[config.mk]
export PLATFORM = sky130hd
export DESIGN_NAME = stable_priority_queue
export DESIGN_NICKNAME = d
export VERILOG_FILES = /design/src/rtl/core/spq_pkg.sv /design/src/rtl/core/spq_cell.sv /design/src/rtl/core/stable_priority_queue.sv
export SDC_FILE = /design/constraint.sdc
export NUM_CORES = 1
export LEC_CHECK = 0
export BUFFER_PORTS_ARGS = -buffer_cell sky130_fd_sc_hd__buf_2
export CAP_MARGIN = 5
export CORE_ASPECT_RATIO = 2
export CORE_UTILIZATION = 55
export DETAILED_ROUTE_END_ITERATION = 10
export GPL_TIMING_DRIVEN = 0
export PLACE_DENSITY_LB_ADDON = 0.3
export SYNTH_ARGS = -nofsm -noshare
export SYNTH_HDL_FRONTEND = slang
export SYNTH_SLANG_ARGS = --single-unit
[constraint.sdc]
create_clock -name clk_i -period 5.95 [get_ports clk_i]
set_input_delay 0.2975 -clock clk_i [delete_from_list [all_inputs] [get_ports clk_i]]
set_output_delay 0.2975 -clock clk_i [all_outputs]
set_load 0.005 [all_outputs]
[src/rtl/core/spq_pkg.sv]
// ----------------------------------------------------------------------------
// spq_pkg: shared types for the stable priority queue
// Entry record, cell control group and result status codes.
// ----------------------------------------------------------------------------
package spq_pkg;

  localparam int unsigned PriW = 4;
  localparam int unsigned AgeW = 7;
  localparam int unsigned TagW = 16;
  localparam int unsigned OccW = 5;

  typedef enum logic [1:0] {
    ST_OK    = 2'd0,
    ST_EMPTY = 2'd1,
    ST_FULL  = 2'd2
  } status_e;

  typedef struct packed {
    logic [PriW-1:0] pri;
    logic [AgeW-1:0] age;
    logic [TagW-1:0] tag;
  } entry_t;

  // Per-cell control for one request
  typedef struct packed {
    logic do_ins;     // insert commits this cycle
    logic do_rem;     // removal commits this cycle
    logic occupied;   // cell holds a waiting entry
    logic left_open;  // left neighbor would be displaced by the new entry
  } cell_ctrl_t;

endpackage

[src/rtl/core/spq_cell.sv]
// ----------------------------------------------------------------------------
// spq_cell: one slot of the sorted shift queue
// Holds one entry; on insert takes the new entry or its left neighbor's, on
// removal takes its right neighbor's.
// ----------------------------------------------------------------------------
module spq_cell (
  input  logic               clk_i,
  input  spq_pkg::cell_ctrl_t ctrl_i,
  input  spq_pkg::entry_t    new_i,
  input  spq_pkg::entry_t    left_i,
  input  spq_pkg::entry_t    right_i,
  output spq_pkg::entry_t    entry_o,
  output logic               open_o
);
  import spq_pkg::*;

  entry_t entry_q, entry_d;

  // Flag the cell as displaced when it is empty or holds a lower priority
  assign open_o = !ctrl_i.occupied || (entry_q.pri < new_i.pri);

  // Select the next content of the slot
  always_comb begin
    entry_d = entry_q;
    if (ctrl_i.do_ins && open_o) begin
      entry_d = ctrl_i.left_open ? left_i : new_i;
    end else if (ctrl_i.do_rem) begin
      entry_d = right_i;
    end
  end

  always_ff @(posedge clk_i) begin
    entry_q <= entry_d;
  end

  assign entry_o = entry_q;

endmodule

[src/rtl/core/stable_priority_queue.sv]
// ----------------------------------------------------------------------------
// stable_priority_queue: bounded sorted queue, highest priority first
// Shift-register queue of CAPACITY cells with stable ordering among equals.
// ----------------------------------------------------------------------------
// The result of each request (insert or remove-head) appears in the output
// register in the cycle after the request is taken. All cells compare their
// priority with the incoming one in parallel and shift one place together,
// so one request per cycle is sustained; the only stall is a held
// result in the output register (in_ready_o low while out_valid_o is high and
// out_ready_i is low). Entries of equal priority leave in arrival order. An
// insert into a full queue returns status full, a removal from an empty queue
// returns status empty; both leave the queue unchanged. occupancy_o gives the
// entry count after the request, modulo 32. No clearing pass after reset.
module stable_priority_queue #(
  parameter int unsigned CAPACITY = 16
) (
  input  logic                     clk_i,
  input  logic                     rst_ni,
  input  logic                     in_valid_i,
  output logic                     in_ready_o,
  input  logic                     req_type_i,
  input  logic [spq_pkg::PriW-1:0] priority_req_i,
  input  logic [spq_pkg::AgeW-1:0] age_value_i,
  input  logic [spq_pkg::TagW-1:0] entry_tag_i,
  output logic                     out_valid_o,
  input  logic                     out_ready_i,
  output logic [1:0]               status_o,
  output logic [spq_pkg::PriW-1:0] out_priority_o,
  output logic [spq_pkg::AgeW-1:0] out_age_o,
  output logic [spq_pkg::TagW-1:0] out_tag_o,
  output logic [spq_pkg::OccW-1:0] occupancy_o
);
  import spq_pkg::*;

  localparam int unsigned CntW = $clog2(CAPACITY + 1);

  logic            fire;
  logic            is_full;
  logic            is_empty;
  logic [CntW-1:0] count_q, count_d;
  entry_t          new_entry;
  entry_t          ent   [CAPACITY];
  logic            open  [CAPACITY];
  cell_ctrl_t      ctrl  [CAPACITY];

  logic            out_valid_q;
  status_e         status_q, status_d;
  entry_t          res_q, res_d;
  logic [OccW-1:0] occ_q, occ_d;

  assign in_ready_o = !out_valid_q || out_ready_i;
  assign fire       = in_valid_i && in_ready_o;
  assign is_full    = (count_q == CntW'(CAPACITY));
  assign is_empty   = (count_q == '0);
  assign new_entry  = '{pri: priority_req_i, age: age_value_i, tag: entry_tag_i};

  // Build the cell row
  for (genvar i = 0; i < CAPACITY; i++) begin : g_cell
    assign ctrl[i].do_ins    = fire && !req_type_i && !is_full;
    assign ctrl[i].do_rem    = fire && req_type_i && !is_empty;
    assign ctrl[i].occupied  = (CntW'(i) < count_q);
    if (i == 0) begin : g_head
      assign ctrl[i].left_open = 1'b0;
    end else begin : g_body
      assign ctrl[i].left_open = open[i-1];
    end

    spq_cell u_cell (
      .clk_i   (clk_i),
      .ctrl_i  (ctrl[i]),
      .new_i   (new_entry),
      .left_i  ((i == 0) ? new_entry : ent[(i == 0) ? 0 : i-1]),
      .right_i ((i == CAPACITY-1) ? new_entry : ent[(i == CAPACITY-1) ? i : i+1]),
      .entry_o (ent[i]),
      .open_o  (open[i])
    );
  end

  // Work out the count and the result of the current request
  always_comb begin
    count_d  = count_q;
    status_d = ST_OK;
    res_d    = '0;
    if (!req_type_i) begin
      if (is_full) begin
        status_d = ST_FULL;
      end else begin
        count_d = count_q + CntW'(1);
      end
    end else begin
      if (is_empty) begin
        status_d = ST_EMPTY;
      end else begin
        res_d   = ent[0];
        count_d = count_q - CntW'(1);
      end
    end
    occ_d = OccW'(count_d);
  end

  // Hold the count and the valid flag of the output register
  always_ff @(posedge clk_i or negedge rst_ni) begin
    if (!rst_ni) begin
      count_q     <= '0;
      out_valid_q <= 1'b0;
    end else begin
      if (fire) begin
        count_q <= count_d;
      end
      if (fire) begin
        out_valid_q <= 1'b1;
      end else if (out_ready_i) begin
        out_valid_q <= 1'b0;
      end
    end
  end

  // Capture the result payload
  always_ff @(posedge clk_i) begin
    if (fire) begin
      status_q <= status_d;
      res_q    <= res_d;
      occ_q    <= occ_d;
    end
  end

  assign out_valid_o    = out_valid_q;
  assign status_o       = status_q;
  assign out_priority_o = res_q.pri;
  assign out_age_o      = res_q.age;
  assign out_tag_o      = res_q.tag;
  assign occupancy_o    = occ_q;

  // Count never exceeds capacity
  a_count_bound: assert property (@(posedge clk_i) disable iff (!rst_ni)
    count_q <= CntW'(CAPACITY))
    else $error("entry count above capacity");

  // Head holds the highest priority
  a_head_sorted: assert property (@(posedge clk_i) disable iff (!rst_ni)
    (count_q >= CntW'(2)) |-> (ent[0].pri >= ent[1].pri))
    else $error("head entry out of order");

  // An empty result leaves the queue empty
  a_empty_occ: assert property (@(posedge clk_i) disable iff (!rst_ni)
    (out_valid_q && status_q == ST_EMPTY) |-> (occ_q == '0))
    else $error("empty status with nonzero occupancy");

  // A full result reports the full count
  a_full_occ: assert property (@(posedge clk_i) disable iff (!rst_ni)
    (out_valid_q && status_q == ST_FULL) |-> (occ_q == OccW'(CAPACITY)))
    else $error("full status with wrong occupancy");

  // Without an accepted request the entry count stays unchanged
  a_stall_hold: assert property (@(posedge clk_i) disable iff (!rst_ni)
    !fire |=> $stable(count_q))
    else $error("count changed without a request");

endmodule
==> reports/metrics.csv, run 1 <==
stage;metric;value;unit
outcome;run status;finished with violations;
outcome;failing checks;DRC;
power_and_ir_drop;Switching Fraction;0.3383;
timing;Final min period;4.635;ns
route;DRC viols;4;
cells_and_area;final core utilization;0.6135;
place;hpwl dp;53850;µm
timing;fin crit share;0.7789;
route;drt first pass iters;10;
synthesis;Syn Std Cell Area;24920;µm²
route;DRT iter0 DRCs;1173;
synthesis;synthesized instance count;2111;
synthesis;register area share after synthesis;0.5675;
synthesis;xor and xnor fraction of the mapped netlist area;0.0007028;
clock_network;Clock Path Buffers;3;
power_and_ir_drop;combinational power share;0.314;
power_and_ir_drop;Peak VDD IR;0.0002275;V
critical_path;crit path kind;in -> reg;
power_and_ir_drop;PD cells;404.5;nW/µm²
critical_path;Crit path largest cell delay;0.81;ns
synthesis;Synth Area in Simple Gates;0.09684;
grt;vias in the first global route;19040;
route;via count;17450;
critical_path;Worst setup SP type;primary input;
synthesis;Most used DFF post-synth;edfxtp_1;
synthesis;Synth cell types;51;
clock_network;H-tree depth;2;
critical_path;Critical-path top delay cell;nand2_1;
flow_run;maxcap violations;0;
power_and_ir_drop;register share of total power;0.436;
synthesis;Synth Register Bits;472;
place;IO buf count;64;
critical_path;Critical Path RT;5.96;ns
place;routability-driven placement congestion ratio;0.9191;
clock_network;latest clock arrival within the worst-skew pair;0.58;ns
critical_path;CP Cell Sequence;clkbuf_1 > clkbuf_1 > inv_1 > ha_1 > o211ai_1 > o21a_1 > o31ai_4 > clkbuf_1 > nand2_1;
power_and_ir_drop;Leakage;11.07;nW
floorplanning;initial core utilization;0.5555;
power_and_ir_drop;Switch Pwr;3.768;mW
floorplanning;Placeable Area;44870;µm²
floorplanning;die area;46220;µm²
synthesis;largest family of logic cells by synthesized area;multiplexers;
clock_network;Reg clk slew, reported paths;0.07;ns
grt;initial antenna violation count;2;
timing;RSZ-0062 raised after global routing;false;
clock_network;CTS tree;yes;
power_and_ir_drop;internal power;7.368;mW
timing;worst hold margin;0.09157;ns
cells_and_area;layout cell share with drive strength beyond 1;0.1518;
route;DR WL/cell;24.49;µm
synthesis;Mapped Avg Cell Area;11.81;µm²
clock_network;clock root cell;clkbuf_16;
critical_path;Crit path arrival time;4.65;ns
synthesis;mux cell area share after synthesis;0.1667;
grt;grt total ovfl;0;
cells_and_area;fin nets;2316;
timing;Final Max Slew Viols;0;
timing;Slew HR;0.1316;
power_and_ir_drop;clock network fraction of design power;0.249;
clock_network;cts repair resizes;0;
clock_network;CTS Sinks;472;
synthesis;number of synthesized flops with an enable pin;466;
synthesis;Synth Area in Compound Gates;0.1054;
synthesis;Adder-Cell Fraction of Synth Area;0.02611;
floorplanning;Site Rows;110;
grt;GRT Total Usage;0.2992;
grt;largest net degree at the start of global routing;40;
synthesis;Ys Warns;0;
floorplanning;Die W;152.5;µm
synthesis;syn_nets;2195;
cells_and_area;area grow syn2layout;10.45;%
route;Routed Antenna Nets;0;
cells_and_area;fillers;3622;
timing;fmax;215.8;MHz
route;Via-to-Cell Ratio;6.175;
critical_path;CP max FO;27;
min_path;Min-Delay Path Class;in -> async;
clock_network;CTS buffer count;42;
route;drt total wl;69210;µm
cells_and_area;# diodes;0;
synthesis;ys async rst share;0.01271;
grt;first-pass GRT wire length;103400;µm
timing;endpoints failing setup;0;
floorplanning;num ports;68;
critical_path;crit end category;flop;
critical_path;cell repeated most along the worst path;clkbuf_1;
timing;final hold vios;0;
timing;Clock Skew;0.02702;ns
timing;slew of the pin with the lowest slew margin;1.303;ns
floorplanning;die height;303.0;µm
==> cell usage after synthesis, types with 17 or more instances <==
cell,count,area (µm²)
clkbuf_1,54,202.7
and2_1,30,187.7
edfxtp_1,466,13990
nand2_1,95,356.6
buf_6,23,259.0
ha_1,52,650.6
nor2_1,362,1359
a21oi_1,341,1707
a31oi_1,28,175.2
buf_2,60,300.3
mux2i_1,352,3523
mux2_2,56,630.6
nand2b_1,17,106.4
o21ai_0,27,135.1
==> registers in the layout, indices dropped and copies added (netlist names) <==
register and flops:
occupancy_o 5, count_q 5, out_valid_o 1, g_cell.u_cell.entry_o 432
out_tag_o 16, status_o 2, out_age_o 7, out_priority_o 4
==> worst paths after layout <==
check / cells past startpoint / slack (ns) / from / to
max: 9 / 1.32 / priority_req_i[2] / g_cell[8].u_cell.entry_o[21]
min: 2 / 0.09 / rst_ni / count_q[2]
max reg2reg: 6 / 2.05 / out_valid_o / g_cell[8].u_cell.entry_o[21]
min reg2reg: 1 / 0.57 / g_cell[0].u_cell.entry_o[14] / out_tag_o[14]
max in group asynchronous: 2 / 5.69 / rst_ni / count_q[3]
min in group clk_i: 3 / 0.16 / out_ready_i / out_valid_o
==> worst max-delay path: cells and delay by family <==
kind	cells	cell delay, ns
adder cells (fa/ha/maj)	1	0.49
buffers and inverters	4	2.28
AND/OR/NAND/NOR	1	0.81
AO/OA/AOI/OAI	3	0.75
==> placed cells by master, fill, tap and decap left out, types with 14 or more instances in the layout <==
cell / netlist / routed
edfxtp_1: 466 / 466
nor2_1: 362 / 361
mux2i_1: 352 / 352
a21oi_1: 341 / 341
buf_2: 60 / 124
nand2_1: 95 / 95
clkbuf_1: 54 / 59
mux2_2: 56 / 56
ha_1: 52 / 52
clkbuf_16: 0 / 43
and2_1: 30 / 30
a31oi_1: 28 / 28
o21ai_0: 27 / 24
buf_6: 23 / 23
o21ai_1: 16 / 16
o211ai_1: 15 / 15
nand2b_1: 17 / 15
buf_4: 14 / 14
nor3b_1: 14 / 14
==> layout make-up <==
type                            instances  area [µm²]  area share
Sequential cell                       472       14140      0.5138
Tap cell                              560       700.7     0.02545
Timing Repair Buffer                   77       530.5     0.01927
Clock buffer                           48        1095     0.03977
Clock inverter                         30       255.2    0.009272
Buffer                                153       882.1     0.03204
Inverter                                9       33.78    0.001227
Multi-Input combinational cell       1477        9887      0.3592
==> per-layer routing <==
| metal | track usage | routed length, µm | vias to the layer above |
|---|---|---|---|
| li1 | - | - | 8027 |
| met1 | 0.2778 | 22310 | 8510 |
| met2 | 0.5921 | 38580 | 604 |
| met3 | 0.02585 | 2207 | 306 |
| met4 | 0.2405 | 6089 | 4 |
| met5 | 0 | 22 | - |
==> what timing repair did <==
action	4_1_cts	5_1_grt
endpoints found under the hold margin	7	0
hold buffers	2	0
setup buffers	0	0
==> through the flow <==
step	power (mW)	setup TNS [ns]	area, µm²	setup WS (ns)	instances
after detailed placement	8.360	0	26010	0.8465	2738
final	11.14	0	27530	1.315	2826
after floorplan	7.399	0	24920	1.167	2111
after CTS	11.09	0	27380	1.411	2818
after global placement	8.180	-41.17	25940	-0.6948	2735
after global routing	11.58	0	27530	1.164	2826
==> power by group through the flow <==
stage / clock network [mW] / logic, mW / registers [mW]
floorplan: 0 / 2.65 / 4.74
global placement: 0 / 3.24 / 4.94
detailed placement: 0 / 3.42 / 4.94
CTS: 2.78 / 3.44 / 4.87
global route: 2.89 / 3.79 / 4.89
finish: 2.77 / 3.50 / 4.86
==> kinds of logic (layout without fill, tap and decap cells) <==
| family | count (synthesis) | in the layout |
|---|---|---|
| simple gates | 551 | 551 |
| flops | 472 | 472 |
| compound gates | 464 | 464 |
| mux | 408 | 408 |
| buf+inv | 162 | 317 |
| fa+ha+maj | 52 | 52 |
| xor+xnor | 2 | 2 |
Power figures use the tool's default switching activity.
==> run 2: changes to the inputs <==
- clock period: 5.95 -> 4.7 ns (I/O delays scaled with it)
==> run 2 against run 1 <==
Compared with the run above: the flow still finishes with violations (DRC); die area did not move; via count shrank 0.74%; global-route usage shrank 0.58 points; cell count down 0.21%; worst hold slack got worse by 0.054 ns; power up 24%; critical path depth did not move; largest cell class unchanged; clock power increased by 19%.
==> reports/metrics.csv, run 2 (synthesis gave the netlist of run 1 again) <==
stage;metric;value;unit;change
critical_path;worst reg2reg startpoint;out_valid_o;;unchanged
route;via count;17320;;was 17.45k
power_and_ir_drop;combinational power share;0.317;;was 0.314
critical_path;reg2reg end;g_cell[8].u_cell.entry_o[0];;was g_cell[8].u_cell.entry_o[21]
timing;Final min period;4.535;ns;
critical_path;Critical Path RT;4.72;ns;was 5.96 ns
timing;Clock Skew;0.02678;ns;was 0.02702 ns
grt;largest net degree at the start of global routing;40;;unchanged
clock_network;CTS tree;yes;;unchanged
timing;Final Max Slew Viols;0;;unchanged
grt;first-pass GRT wire length;101100;µm;was 103,400 µm
timing;final hold vios;0;;unchanged
timing;worst hold margin;0.03745;ns;was 0.09157 ns
flow_run;maxcap violations;0;;unchanged
timing;slew of the pin with the lowest slew margin;1.175;ns;was 1.303 ns
timing;fmax;220.5;MHz;
route;DRC viols;5;;was 4
critical_path;Reg2Reg Depth;6;;unchanged
cells_and_area;most common cell after layout, fill and taps aside;edfxtp_1;;unchanged
route;drt total wl;68200;µm;was 69,210 µm
grt;GRT Total Usage;0.2933;;was 0.2992
grt;vias in the first global route;18380;;was 19.04k
cells_and_area;fin nets;2315;;was 2,316
power_and_ir_drop;Leakage;10.97;nW;was 11.07 nW
cells_and_area;post-route cell area;27380;µm²;was 27,530 µm²
clock_network;H-tree depth;2;;unchanged
power_and_ir_drop;Switch Pwr;4.669;mW;was 3.768 mW
outcome;run status;finished with violations;;unchanged
clock_network;Clock Path Buffers;3;;unchanged
place;DP Area;26010;µm²;unchanged
place;IO buf count;64;;unchanged
power_and_ir_drop;internal power;9.188;mW;was 7.368 mW
floorplanning;Placeable Area;44870;µm²;unchanged
clock_network;latest clock arrival within the worst-skew pair;0.57;ns;was 0.58 ns
critical_path;Crit path arrival time;4.55;ns;was 4.65 ns
timing;RSZ-0062 raised after global routing;false;;unchanged
power_and_ir_drop;total power draw;13.86;mW;was 11.14 mW
power_and_ir_drop;PD cells;506.1;nW/µm²;was 404.5 nW/µm²
critical_path;CP max FO;27;;unchanged
cells_and_area;area grow syn2layout;9.860;%;was 10.45%
timing;endpoints failing setup;0;;unchanged
floorplanning;Site Rows;110;;unchanged
route;DRT iter0 DRCs;1292;;was 1,173
floorplanning;die area;46220;µm²;unchanged
power_and_ir_drop;Switching Fraction;0.3369;;was 0.3383
place;hpwl dp;53190;µm;was 53,850 µm
power_and_ir_drop;clock network fraction of design power;0.239;;was 0.249
grt;initial antenna violation count;2;;unchanged
grt;grt total ovfl;0;;unchanged
cells_and_area;commonest cells after routing, fill and taps aside;edfxtp_1, nor2_1, mux2i_1;;unchanged
critical_path;crit path kind;in -> reg;;unchanged
floorplanning;num ports;68;;unchanged
timing;fin crit share;0.9650;;
cells_and_area;max reg flops;432;;unchanged
timing;Slew HR;0.2148;;was 0.1316
clock_network;Reg clk slew, reported paths;0.07;ns;about the same
cells_and_area;# diodes;0;;unchanged
place;routability-driven placement congestion ratio;0.9177;;was 0.9191
route;Via-to-Cell Ratio;6.143;;was 6.175
critical_path;Register-to-Register Setup Slack;0.88;ns;was 2.05 ns
cells_and_area;layout cell share with drive strength beyond 1;0.1473;;was 0.1518
clock_network;CTS Sinks;472;;unchanged
min_path;Min-Delay Path Class;in -> async;;unchanged
route;drt first pass iters;10;;unchanged
critical_path;Worst setup SP type;primary input;;unchanged
clock_network;CTS buffer count;42;;unchanged
floorplanning;Die W;152.5;µm;unchanged
power_and_ir_drop;Peak VDD IR;0.0002974;V;was 0.0002275 V
floorplanning;initial core utilization;0.5555;;unchanged
power_and_ir_drop;register share of total power;0.444;;was 0.436
route;DR WL/cell;24.19;µm;was 24.49 µm
route;Routed Antenna Nets;0;;unchanged
outcome;failing checks;DRC;;unchanged
clock_network;clock root cell;clkbuf_16;;unchanged
critical_path;crit end category;flop;;unchanged
floorplanning;die height;303.0;µm;unchanged
-- run 2: worst max path at each step --
stage | from | end | slack, ns | cells after the start
floorplan | priority_req_i[1] | g_cell[11].u_cell.entry_o[0] | 0.20 | 10
global placement | priority_req_i[1] | g_cell[11].u_cell.entry_o[10] | -1.72 | 10
detailed placement | priority_req_i[1] | g_cell[14].u_cell.entry_o[8] | -0.35 | 8
CTS | priority_req_i[1] | g_cell[8].u_cell.entry_o[0] | 0.23 | 9
global route | priority_req_i[1] | g_cell[8].u_cell.entry_o[16] | 0.005 | 9
finish | priority_req_i[1] | g_cell[8].u_cell.entry_o[0] | 0.16 | 9
-- run 2: layer usage --
metal / track usage / share of wire / vias up
met2: 0.5850 / 0.56 / 569
met5: 0 / 0.00023 / -
met3: 0.02385 / 0.033 / 252
met4: 0.2201 / 0.078 / 4
met1: 0.2757 / 0.33 / 8492
li1: - / - / 8005
-- run 2: final cells by class --
| cell class | instances | area (µm²) |
|---|---|---|
| Inverter | 9 | 33.78 |
| Fill cell | 3565 | 17490 |
| Clock buffer | 54 | 1117 |
| Tap cell | 560 | 700.7 |
| Buffer | 153 | 882.1 |
| Timing Repair Buffer | 76 | 490.5 |
| Clock inverter | 19 | 120.1 |
| Sequential cell | 472 | 14140 |
| Multi-Input combinational cell | 1477 | 9892 |
-- run 2: timing repair --
item,in CTS,in global routing
endpoints found under the hold margin,7,0
hold buffers,2,0
gates resized for setup,0,0
endpoints found under the setup margin,0,0
buffers inserted,0,0
-- run 2: critical path, cell delays in order --
cell	delay, ns
clkbuf_1	0.50
clkbuf_1	0.73
inv_1	0.66
ha_1	0.50
o211ai_1	0.09
o21a_1	0.23
o31ai_4	0.45
clkbuf_1	0.36
nand2_1	0.78
-- run 2: power by group through the flow --
stage	Clock [mW]	Combinational [mW]	Sequential [mW]
CTS	3.34	4.33	6.16
detailed placement	0	4.31	6.25
finish	3.31	4.39	6.15
global placement	0	4.12	6.25
floorplan	0	3.36	6.01
global route	3.47	4.76	6.20
-- run 2: per-stage QoR --
stage	setup WS, ns	setup TNS (ns)	instances	utilization
floorplan	0.1954	0	2111	-
global placement	-1.716	-155.03	2735	0.5782
detailed placement	-0.3461	-36.31	2738	0.5796
CTS	0.2259	0	2813	0.6077
global route	0.004590	0	2820	0.6102
finish	0.1647	0	2820	0.6102
==> run 3: changes to the inputs <==
- BUFFER_PORTS_ARGS: -buffer_cell sky130_fd_sc_hd__buf_2 -> default
- CELL_PAD_IN_SITES_DETAIL_PLACEMENT: default -> 0
- CELL_PAD_IN_SITES_GLOBAL_PLACEMENT: default -> 1
- CORE_UTILIZATION: 55 -> 53
- DONT_BUFFER_PORTS: default -> 1
- GPL_ROUTABILITY_DRIVEN: default -> 1
==> run 3 against run 2 <==
Compared with the run above: the run ends with hold timing left; clock-buffer cell count is 6 higher; critical path depth is 1 lower; first-iteration DRC count is 2.2% lower; power is 0.51% higher; final area is 0.29% higher.
==> reports/metrics.csv, run 3 (synthesis gave the netlist of run 1 again) <==
stage;metric;value;unit;change
cells_and_area;post-route cell area;27460;µm²;was 27,380 µm²
critical_path;CP bufs+invs;3;;was 4
route;Via-to-Cell Ratio;5.998;;was 6.143
timing;fmax;229.1;MHz;was 220.5 MHz
timing;Clock Skew;0.01168;ns;was 0.02678 ns
critical_path;crit path kind;in -> reg;;unchanged
power_and_ir_drop;PD cells;507.2;nW/µm²;was 506.1 nW/µm²
power_and_ir_drop;Switching Fraction;0.3363;;was 0.3369
timing;Final TNS setup;0;ns;unchanged
cells_and_area;most common cell after layout, fill and taps aside;edfxtp_1;;unchanged
critical_path;cell repeated most along the worst path;clkbuf_1;;unchanged
cells_and_area;commonest cells after routing, fill and taps aside;edfxtp_1, nor2_1, mux2i_1;;unchanged
outcome;failing checks;hold timing;;was DRC
grt;GRT Total Usage;0.3079;;was 0.2933
cells_and_area;layout cell share with drive strength beyond 1;0.1208;;was 0.1473
critical_path;CP Cell Sequence;clkbuf_1 > clkbuf_1 > inv_1 > ha_1 > o211ai_1 > o21ai_1 > a21oi_2 > nand2b_1;;was clkbuf_1 > clkbuf_1 > inv_1 > ha_1 > o211ai_1 > o21a_1 > o31ai_4 > clkbuf_1 > nand2_1
clock_network;CTS tree;yes;;unchanged
place;IO buf count;0;;was 64
place;Placement Setup Slack;-0.5243;ns;was -0.3461 ns
power_and_ir_drop;Leakage;10.83;nW;was 10.97 nW
place;DP Area;25800;µm²;was 26,010 µm²
clock_network;latest clock arrival within the worst-skew pair;0.56;ns;was 0.57 ns
route;DRC viols;0;;was 5
place;routability-driven placement congestion ratio;0.8743;;was 0.9177
route;Routed Antenna Nets;0;;unchanged
floorplanning;Placeable Area;46520;µm²;was 44,870 µm²
timing;Final min period;4.365;ns;was 4.535 ns
grt;vias in the first global route;18830;;was 18.38k
timing;final worst slack;0.3353;ns;was 0.1647 ns
power_and_ir_drop;register share of total power;0.442;;was 0.444
clock_network;CTS Sinks;472;;unchanged
power_and_ir_drop;combinational power share;0.313;;was 0.317
timing;worst hold margin;-0.00009348;ns;was 0.03745 ns
cells_and_area;max reg flops;432;;unchanged
clock_network;Clock Path Buffers;3;;unchanged
timing;endpoints failing setup;0;;unchanged
flow_run;maxcap violations;0;;unchanged
cells_and_area;fin nets;2274;;was 2,315
cells_and_area;area grow syn2layout;10.18;%;was 9.860%
power_and_ir_drop;Peak VDD IR;0.0002575;V;was 0.0002974 V
critical_path;Critical-path top delay cell;nand2b_1;;was nand2_1
critical_path;Crit path largest cell delay;1.09;ns;was 0.78 ns
timing;fin crit share;0.9287;;was 0.9650
critical_path;Worst setup SP type;primary input;;unchanged
critical_path;CP max FO;27;;unchanged
grt;largest net degree at the start of global routing;28;;was 40
critical_path;CP top delay family;buffers and inverters;;unchanged
timing;Final Max Slew Viols;0;;unchanged
clock_network;post-CTS setup buffer count;0;;unchanged
route;via count;17190;;was 17.32k
grt;initial antenna violation count;7;;was 2
route;DR WL/cell;25.53;µm;was 24.19 µm
power_and_ir_drop;internal power;9.244;mW;was 9.188 mW
timing;RSZ-0062 raised after global routing;false;;unchanged
floorplanning;die area;47950;µm²;was 46,220 µm²
clock_network;clock root cell;clkbuf_16;;unchanged
floorplanning;num ports;68;;unchanged
power_and_ir_drop;Switch Pwr;4.684;mW;was 4.669 mW
clock_network;CTS buffer count;43;;was 42
grt;first-pass GRT wire length;107700;µm;was 101,100 µm
critical_path;Crit path arrival time;4.52;ns;was 4.55 ns
clock_network;H-tree depth;2;;unchanged
cells_and_area;final core utilization;0.5902;;was 0.6102
power_and_ir_drop;clock network fraction of design power;0.245;;was 0.239
critical_path;crit end category;flop;;unchanged
grt;grt total ovfl;0;;unchanged
timing;final hold vios;1;;was 0
critical_path;Critical Path RT;4.86;ns;was 4.72 ns
route;drt first pass iters;5;;was 10
place;hpwl dp;54220;µm;was 53,190 µm
timing;slew of the pin with the lowest slew margin;1.371;ns;was 1.175 ns
floorplanning;Die W;155.3;µm;was 152.5 µm
cells_and_area;Final Non-Filler Cells;2866;;was 2,820
floorplanning;Site Rows;112;;was 110
outcome;run status;finished with violations;;unchanged
place;DP Cell Count;2742;;was 2,738
route;DRT iter0 DRCs;1264;;was 1,292
floorplanning;die height;308.7;µm;was 303.0 µm
min_path;Min-Delay Path Class;in -> async;;unchanged
route;drt total wl;73160;µm;was 68,200 µm
floorplanning;initial core utilization;0.5357;;was 0.5555
timing;Slew HR;0.08604;;was 0.2148
clock_network;Reg clk slew, reported paths;0.07;ns;about the same
run 3: cell types whose count changed in the layout (fill, tap and decap cells not counted), sizes merged:
cell         delta
dlygate4sd3    +24
diode          +20
clkbuf          +6
clkinvlp        -1
buf            -66
clkinv          -4
run 3: per-stage QoR:
step	hold WS [ns]	total power, mW
floorplan	-0.06059	9.366
global placement	-0.06045	10.33
detailed placement	-0.06044	10.51
CTS	0.00004310	13.91
global route	0.005255	14.51
finish	-0.00009348	13.93
run 3: layout make-up:
type	instances	area, µm²
diodes	20	50.05
plain buffers	153	882.1
clock buffers	60	1182
clock inverters	14	96.34
fillers	3979	19070
inverters	9	33.78
multi-input cells	1477	9897
flip-flops and latches	472	14140
well taps	627	784.5
repair buffers	34	389.1
run 3: power groups by stage:
| stage | clock, mW | combinational [mW] | sequential (mW) |
|---|---|---|---|
| after floorplan | 0 | 3.36 | 6.01 |
| after global placement | 0 | 4.07 | 6.26 |
| after detailed placement | 0 | 4.24 | 6.27 |
| after CTS | 3.43 | 4.31 | 6.17 |
| after global routing | 3.56 | 4.73 | 6.22 |
| final | 3.41 | 4.36 | 6.16 |
run 3: layer usage:
layer	track usage	vias to the layer above	share of wire
li1	-	7948	-
met1	0.2856	8510	0.32
met2	0.6031	483	0.57
met3	0.02844	250	0.028
met4	0.2394	0	0.085
met5	0	-	0
run 3: what timing repair did:
item                                    4_1_cts  5_1_grt
hold buffers                                 26        0
endpoints found under the setup margin        0       27
endpoints found under the hold margin       112        0
resized for setup                             0        1
run 3: final timing paths:
| check | from | end | slack [ns] | cells past startpoint |
|---|---|---|---|---|
| worst max-delay path | priority_req_i[1] | g_cell[4].u_cell.entry_o[4] | 0.34 | 8 |
| worst min-delay path | rst_ni | count_q[1] | -0.00009 | 1 |
| worst max register to register | out_valid_o | g_cell[12].u_cell.entry_o[1] | 0.93 | 6 |
| worst min register to register | g_cell[0].u_cell.entry_o[22] | out_age_o[6] | 0.56 | 1 |
| max in group asynchronous | rst_ni | count_q[2] | 4.46 | 1 |
| min in group clk_i | entry_tag_i[14] | g_cell[12].u_cell.entry_o[14] | 0.01 | 2 |
